<file path="config.mk">
export PLATFORM = sky130hd
export DESIGN_NAME = ibhq_ctrl
export DESIGN_NICKNAME = d
export VERILOG_FILES = /design/src/rtl/core/ibhq_pkg.sv /design/src/rtl/core/ibhq_ctrl.sv
export SDC_FILE = /design/constraint.sdc
export NUM_CORES = 1
export LEC_CHECK = 0
export ABC_AREA = 1
export CAP_MARGIN = 20
export CORE_MARGIN = 1.5
export CORE_UTILIZATION = 35
export CTS_CLUSTER_SIZE = 16
export DETAILED_ROUTE_END_ITERATION = 7
export DONT_BUFFER_PORTS = 1
export MAX_ROUTING_LAYER = met4
export SETUP_SLACK_MARGIN = 0.5
export SLEW_MARGIN = 20
export SYNTH_ARGS = -nofsm -noshare
export SYNTH_HDL_FRONTEND = slang
export SYNTH_SLANG_ARGS = --single-unit
</file>
<file path="constraint.sdc">
create_clock -name clock -period 1.5 [get_ports clock]
set_input_delay 0.15 -clock clock [delete_from_list [all_inputs] [get_ports clock]]
set_output_delay 0.15 -clock clock [all_outputs]
set_load 0.01 [all_outputs]
</file>
<file path="src/rtl/core/ibhq_pkg.sv">
// Package for the indexed binary heap queue: payload structs, operation and
// status codes, controller/datapath command and status types.
// No dependencies.
package ibhq_pkg;

   localparam int KEY_BITS    = 32;
   localparam int TAG_BITS    = 16;
   localparam int SLOT_BITS   = 8;
   localparam int MAX_ENTRIES = 255;
   localparam int RAM_DEPTH   = 256;

   localparam logic [2:0] MODE_ADD    = 3'd0;
   localparam logic [2:0] MODE_POP    = 3'd1;
   localparam logic [2:0] MODE_PEEK   = 3'd2;
   localparam logic [2:0] MODE_REMOVE = 3'd3;
   localparam logic [2:0] MODE_REKEY  = 3'd4;

   localparam logic [1:0] STATUS_OK     = 2'd0;
   localparam logic [1:0] STATUS_FULL   = 2'd1;
   localparam logic [1:0] STATUS_EMPTY  = 2'd2;
   localparam logic [1:0] STATUS_BADPOS = 2'd3;

   localparam logic CSR_ORDER    = 1'b0;
   localparam logic CSR_CAPACITY = 1'b1;

   typedef struct packed {
      logic [2:0]          mode;
      logic [KEY_BITS-1:0] key;
      logic [TAG_BITS-1:0] tag;
      logic [7:0]          position;
   } req_type;

   typedef struct packed {
      logic [TAG_BITS-1:0] entry_tag;
      logic [KEY_BITS-1:0] entry_key;
      logic [7:0]          new_position;
      logic [1:0]          status;
      logic [7:0]          entry_count;
      logic                last;
   } rsp_type;

   typedef struct packed {
      logic [KEY_BITS-1:0] key;
      logic [TAG_BITS-1:0] tag;
   } entry_type;

   typedef enum logic [2:0] {
      RD_ONE, RD_POS, RD_LAST, RD_PARENT, RD_LEFT, RD_RIGHT
   } rd_sel_type;

   typedef enum logic [3:0] {
      CAP_NONE, CAP_REQ, CAP_RET, CAP_MOV, CAP_REKEY, CAP_UP, CAP_LEFT,
      CAP_LEFT_ONLY, CAP_CHOOSE
   } cap_type;

   typedef enum logic [2:0] {
      POS_HOLD, POS_ADD, POS_ONE, POS_REQ, POS_NEXT
   } pos_op_type;

   typedef enum logic [1:0] {
      CNT_HOLD, CNT_INC, CNT_DEC
   } cnt_op_type;

   typedef enum logic [1:0] {
      WR_NONE, WR_OTH, WR_MOV
   } wr_sel_type;

   typedef enum logic [3:0] {
      EMIT_NONE, EMIT_MOV, EMIT_OTH, EMIT_RET, EMIT_CLOSE_MOV, EMIT_CLOSE_RET,
      EMIT_CLOSE_PEEK, EMIT_CLOSE_ERR, EMIT_CLOSE_NOP
   } emit_type;

   typedef struct packed {
      logic       load_req;
      logic       rd_en;
      rd_sel_type rd_sel;
      cap_type    cap;
      pos_op_type pos_op;
      cnt_op_type cnt_op;
      wr_sel_type wr_sel;
      emit_type   emit;
   } cmd_type;

   typedef struct packed {
      logic [2:0] mode;
      logic       err;
      logic       out_free;
      logic       at_root;
      logic       has_left;
      logic       has_right;
      logic       up_stays;
      logic       dn_stays;
      logic       was_last;
   } stat_type;

   typedef enum logic [4:0] {
      S_IDLE, S_DECODE, S_TAKE1, S_TAKE2, S_RK, S_PEEK, S_RET_N, S_MOV_N,
      S_UP_CHK, S_UP_CMP, S_DN_CHK, S_DN_L, S_DN_R, S_DN_CMP, S_SWAP,
      S_EMIT_A, S_EMIT_B, S_FIN, S_CLOSE
   } state_type;

   // true when key a may stay above key b
   function automatic logic stays_above(input logic order_max,
                                        input logic [KEY_BITS-1:0] a,
                                        input logic [KEY_BITS-1:0] b);
      return order_max ? (a >= b) : (a <= b);
   endfunction

endpackage

</file>
<file path="src/rtl/core/ibhq_ctrl.sv">
// Controller: sequences decode, slot reads, sift-up/sift-down walks, swaps
// and result beats. Depends on ibhq_pkg.
module ibhq_ctrl (
   input  logic               clock,
   input  logic               reset,
   input  logic               req_valid,
   output logic               req_stall,
   input  ibhq_pkg::stat_type stat,
   output ibhq_pkg::cmd_type  cmd
);
   import ibhq_pkg::*;

   state_type state_ff, state_in;
   logic      up_ff, up_in, err_ff, err_in;
   logic      is_pop, is_rem;

   assign is_pop = (stat.mode == MODE_POP);
   assign is_rem = (stat.mode == MODE_REMOVE);

   always_ff @(posedge clock) begin
      if (reset) begin
         state_ff <= S_IDLE;
         up_ff    <= 1'b0;
         err_ff   <= 1'b0;
      end else begin
         state_ff <= state_in;
         up_ff    <= up_in;
         err_ff   <= err_in;
      end
   end

   assign req_stall = (state_ff != S_IDLE);

   always_comb begin
      state_in = state_ff;
      up_in    = up_ff;
      err_in   = err_ff;
      cmd      = '0;
      unique case (state_ff)
         S_IDLE: begin
            if (req_valid) begin
               cmd.load_req = 1'b1;
               state_in     = S_DECODE;
            end
         end
         S_DECODE: begin
            err_in = stat.err;
            priority if (stat.err) begin
               state_in = S_CLOSE;
            end else if (stat.mode == MODE_ADD) begin
               cmd.cap    = CAP_REQ;
               cmd.pos_op = POS_ADD;
               cmd.cnt_op = CNT_INC;
               state_in   = S_MOV_N;
            end else if (stat.mode == MODE_POP || stat.mode == MODE_REMOVE) begin
               cmd.rd_en  = 1'b1;
               cmd.rd_sel = is_pop ? RD_ONE : RD_POS;
               state_in   = S_TAKE1;
            end else if (stat.mode == MODE_PEEK) begin
               cmd.rd_en  = 1'b1;
               cmd.rd_sel = RD_ONE;
               state_in   = S_PEEK;
            end else if (stat.mode == MODE_REKEY) begin
               cmd.rd_en  = 1'b1;
               cmd.rd_sel = RD_POS;
               state_in   = S_RK;
            end else begin
               state_in = S_CLOSE;
            end
         end
         S_TAKE1: begin
            // keep the leaving entry, fetch the last slot, shrink
            cmd.cap    = CAP_RET;
            cmd.rd_en  = 1'b1;
            cmd.rd_sel = RD_LAST;
            cmd.cnt_op = CNT_DEC;
            state_in   = S_TAKE2;
         end
         S_TAKE2: begin
            cmd.cap    = CAP_MOV;
            cmd.pos_op = is_pop ? POS_ONE : POS_REQ;
            state_in   = is_pop ? S_MOV_N : S_RET_N;
         end
         S_RK: begin
            cmd.cap    = CAP_REKEY;
            cmd.pos_op = POS_REQ;
            state_in   = S_UP_CHK;
         end
         S_PEEK: begin
            cmd.cap  = CAP_RET;
            state_in = S_CLOSE;
         end
         S_RET_N: begin
            if (stat.out_free) begin
               cmd.emit = EMIT_RET;
               priority if (is_pop || stat.was_last) begin
                  state_in = S_CLOSE;
               end else begin
                  state_in = S_MOV_N;
               end
            end
         end
         S_MOV_N: begin
            if (stat.out_free) begin
               cmd.emit = EMIT_MOV;
               state_in = is_pop ? S_DN_CHK : S_UP_CHK;
            end
         end
         S_UP_CHK: begin
            if (stat.at_root) begin
               state_in = S_DN_CHK;
            end else begin
               cmd.rd_en  = 1'b1;
               cmd.rd_sel = RD_PARENT;
               state_in   = S_UP_CMP;
            end
         end
         S_UP_CMP: begin
            cmd.cap = CAP_UP;
            if (stat.up_stays) begin
               state_in = S_DN_CHK;
            end else begin
               up_in    = 1'b1;
               state_in = S_SWAP;
            end
         end
         S_DN_CHK: begin
            if (!stat.has_left) begin
               state_in = S_FIN;
            end else begin
               cmd.rd_en  = 1'b1;
               cmd.rd_sel = RD_LEFT;
               state_in   = S_DN_L;
            end
         end
         S_DN_L: begin
            if (stat.has_right) begin
               cmd.cap    = CAP_LEFT;
               cmd.rd_en  = 1'b1;
               cmd.rd_sel = RD_RIGHT;
               state_in   = S_DN_R;
            end else begin
               cmd.cap  = CAP_LEFT_ONLY;
               state_in = S_DN_CMP;
            end
         end
         S_DN_R: begin
            cmd.cap  = CAP_CHOOSE;
            state_in = S_DN_CMP;
         end
         S_DN_CMP: begin
            if (stat.dn_stays) begin
               state_in = S_FIN;
            end else begin
               up_in    = 1'b0;
               state_in = S_SWAP;
            end
         end
         S_SWAP: begin
            // drop the other entry into the current slot, advance
            cmd.wr_sel = WR_OTH;
            cmd.pos_op = POS_NEXT;
            state_in   = S_EMIT_A;
         end
         S_EMIT_A: begin
            if (stat.out_free) begin
               cmd.emit = EMIT_MOV;
               state_in = S_EMIT_B;
            end
         end
         S_EMIT_B: begin
            if (stat.out_free) begin
               cmd.emit = EMIT_OTH;
               state_in = up_ff ? S_UP_CHK : S_DN_CHK;
            end
         end
         S_FIN: begin
            cmd.wr_sel = WR_MOV;
            state_in   = is_pop ? S_RET_N : S_CLOSE;
         end
         S_CLOSE: begin
            if (stat.out_free) begin
               priority if (err_ff) begin
                  cmd.emit = EMIT_CLOSE_ERR;
               end else if (stat.mode == MODE_ADD || stat.mode == MODE_REKEY) begin
                  cmd.emit = EMIT_CLOSE_MOV;
               end else if (is_pop || is_rem) begin
                  cmd.emit = EMIT_CLOSE_RET;
               end else if (stat.mode == MODE_PEEK) begin
                  cmd.emit = EMIT_CLOSE_PEEK;
               end else begin
                  cmd.emit = EMIT_CLOSE_NOP;
               end
               state_in = S_IDLE;
            end
         end
         default: state_in = S_IDLE;
      endcase
   end

endmodule

</file>
==> results.yml <==
power_and_ir_drop:
  seqPwrFrac_pct: 12.0
  p_int_uw: 1470
  power_switching_uw: 1560
  p_clk_share_pct: 6.5
  leakage_uw: 0.00107
  p_per_area_mw_per_mm2: 1320
  peakVddDrop_v: 0.000805
  power_frac_comb_pct: 81.5
  switching_share_pct: 51.5
worst_setup_path:
  cp-start-kind: "register"
  crit_path_end_kind: "register"
  r2r_setup_slack_ps: -250
  critical_path_class: "reg -> reg"
  cp.arrival_ps: 1900
  required_ps: 1640
  rr_startpoint: "state_ff[1]$_SDFFE_PP0P_"
  r2r_end: "state_ff[0]$_SDFFE_PP0P_"
  crit_family: "simple AND/OR/NAND/NOR gates"
  cp_common_cell: "nand2_1"
  max_stage_delay_ps: 480
  crit_chain: "inv_4, buf_4, nand2_1, nor2_4, buf_4, nand3_2, nand2_1, nor2_1, nand3_1, nand2_1, a21oi_1"
  reg2reg_depth: 11
  crit_buf_inv: 3
  crit_start: "state_ff[1]$_SDFFE_PP0P_"
  cp.depth: 11
  cpMaxStageDelayCell: "dfxtp_4"
  crit_fanout: 8
global_routing:
  antenna_found_initial: 0
  grt_pass1_vias: 1785
  track_usage_pct: 35.1
  grt-ovfl-total: 0
  grt_start_max_net_pins: 9
  grt_pass1_wl_um: 8650
layout:
  final.fill_count: 171
  syn_to_final_growth_pct: 114
  final-instance-count-excl-fill: 312
  drive_above_1_share_pct: 61.6
  fin_nets: 296
  num_antenna_cells: 0
synth:
  synth_compound_area_share_pct: 10.6
  yosys_warnings: 0
  synth_top_area_share_pct: 20.0
  syn_area_mm2: 0.00107
  yosys-top-cells-area: "nand2_1 (20%), dfxtp_1 (13%), nor2_1 (11%), inv_1 (9.5%), nand3_1 (7.9%)"
  yosys.area.top_type: "nand2_1"
  ys.flop_type: "dfxtp_1"
  yosys.area_share.simple_pct: 60.6
  ys_async_sr_fraction_pct: 0
  yosys.area_share.xor_xnor_pct: 0
  synth_edf_count: 0
  synth_common_cells: "nand2_1 (57), nor2_1 (32), inv_1 (27), nand3_1 (17), a21oi_1 (10)"
  syn-num-nets: 212
  synth_top_family_by_area: "simple AND/OR/NAND/NOR gates"
  yosys.cell_types.count: 28
  synthMuxAreaShare_pct: 0
  netlist_instances: 198
  synth_seq_cells: 7
  yosysSeqAreaShare_pct: 13.1
  yosysMostFrequentCell: "nand2_1"
  synth.avg_cell_area_um2: 5.42
  synth_fa_ha_area_share_pct: 0
status:
  violations: "setup timing"
  status: "complete, but fails checks"
placement:
  dp.cells: 265
  dp_hpwl_um: 3200
  gp_congestion: 0.927
  io_buffers: 0
sta:
  fin_crit_ps: 1750
  rsz0062_at_grt: "true"
  holdWs_ps: 201
  hold_violations: 0
  fin_skew_ps: 15.0
  slew_viol_final: 0
  tightest_slew_ps: 459
  finalCritPeriodShare_pct: 117
  setup_viol: 26
  relSlewSlack_pct: 69.3
  max_freq_mhz: 570
  worst_slack_ps: -253
floorplanning:
  die_w_um: 58.4
  dieArea_mm2: 0.00340
  fp.coreArea_mm2: 0.00283
  rows: 19
  start_util_pct: 37.9
  fp.dieH_um: 58.4
  ios: 35
route:
  drc: 0
  dr.pass1.iters: 5
  ant_nets: 0
  via_count: 1829
  drt_wl_total_um: 6310
  drt_iter0_markers: 146
  via_per_inst: 5.86
  wl_per_cell_um: 20.2
job:
  maxCapViolCount: 0
clocking:
  clockBufferDepth: 2
  insertion_delay_ps: 270
  clock-root-buffer: "clkbuf_4"
  cts_tree: "built"
  clock-sinks: 7
  clk_pin_slew_worst_paths_ps: 80
  cts_made_buffers: 3
  cts-htree-levels: 1
hold_path:
  min_from: "stat[4]"
  holdPathEnd: "state_ff[4]$_SDFFE_PP0P_"
  hold-path-cell-count: 5
  hold_class: "in -> reg"
[how the worst max path moves through the flow]
stage / to / slack [ps]
after CTS: cmd[15] / -150
after global routing: state_ff[1]$_SDFFE_PP0P_ / -290
after detailed placement: state_ff[1]$_SDFFE_PP0P_ / -170
after floorplan: cmd[15] / 150
final: state_ff[0]$_SDFFE_PP0P_ / -250
after global placement: state_ff[1]$_SDFFE_PP0P_ / -130
[kinds of logic (layout without fill, tap and decap cells)]
kind of cell / Yosys count / after routing
AND/OR/NAND/NOR: 135 / 135
AO/OA/AOI/OAI: 20 / 20
buffers and inverters: 36 / 119
flip-flops: 7 / 7
[power groups by stage]
stage | combinational, uW | sequential, uW | clock [uW]
after CTS | 2010 | 356 | 194
final | 2470 | 365 | 198
after detailed placement | 1310 | 337 | 0
after global routing | 2580 | 363 | 200
after floorplan | 983 | 276 | 0
after global placement | 1300 | 335 | 0
[metrics by stage]
step	util (%)	instance area, um^2	total power, uW	worst slack, ps	setup TNS (ps)
after detailed placement	52.5	1490	1650	-174	-766
after global routing	81.1	2290	3140	-288	-4270
after floorplan	-	1200	1260	152	0
after global placement	52.5	1490	1630	-130	-392
final	81.1	2290	3040	-253	-3500
after CTS	73.4	2080	2560	-155	-1360
[sequential cells by signal, summed over array words and instances, names as in the netlist]
register and flops:
state_ff 5, up_ff 1, err_ff 1
[cell usage in the layout (no fill, tap or decap), drive strengths merged, types with 2 or more instances in the layout]
master and count:
nand4 5, nand3b 2, inv 32, o211ai 2, o21ai 4, a31oi 2, dfxtp 7, buf 81
nand3 20, nor2 43, a21oi 11, nand2 59, nor3 4, clkbuf 4
[worst reg2reg max path, cell delays in order, from the launching register on]
cell     delay, ps
dfxtp_4        480
inv_4           80
buf_4          140
nand2_1        150
nor2_4          60
buf_4          130
nand3_2         90
nand2_1         70
nor2_1         110
nand3_1        140
nand2_1        120
a21oi_1         70
[layer usage]
layer	part of all wire (%)	vias to the layer above	global-route usage, %
met2	49	142	57.8
li1	-	795	-
met1	34	837	38.5
met3	9.0	55	7.47
met5	0	-	-
met4	7.7	0	21.3
[layout make-up]
cell class,instances,area [um^2],area share (%)
Tap cell,31,38.8,1.69
Sequential cell,7,159,6.93
Timing Repair Buffer,82,739,32.2
Multi-Input combinational cell,155,1170,51.1
Inverter,32,150,6.55
Timing Repair inverter,1,7.51,0.327
Clock buffer,4,26.3,1.15
[timing repair]
item	in CTS	in global routing
buffers inserted	30	11
cloned	1	0
resized for setup	85	30
pin swaps	24	19
hold buffers	1	0
setup endpoints to repair	28	28
endpoints found under the hold margin	7	0
Power figures use the tool's default switching activity.
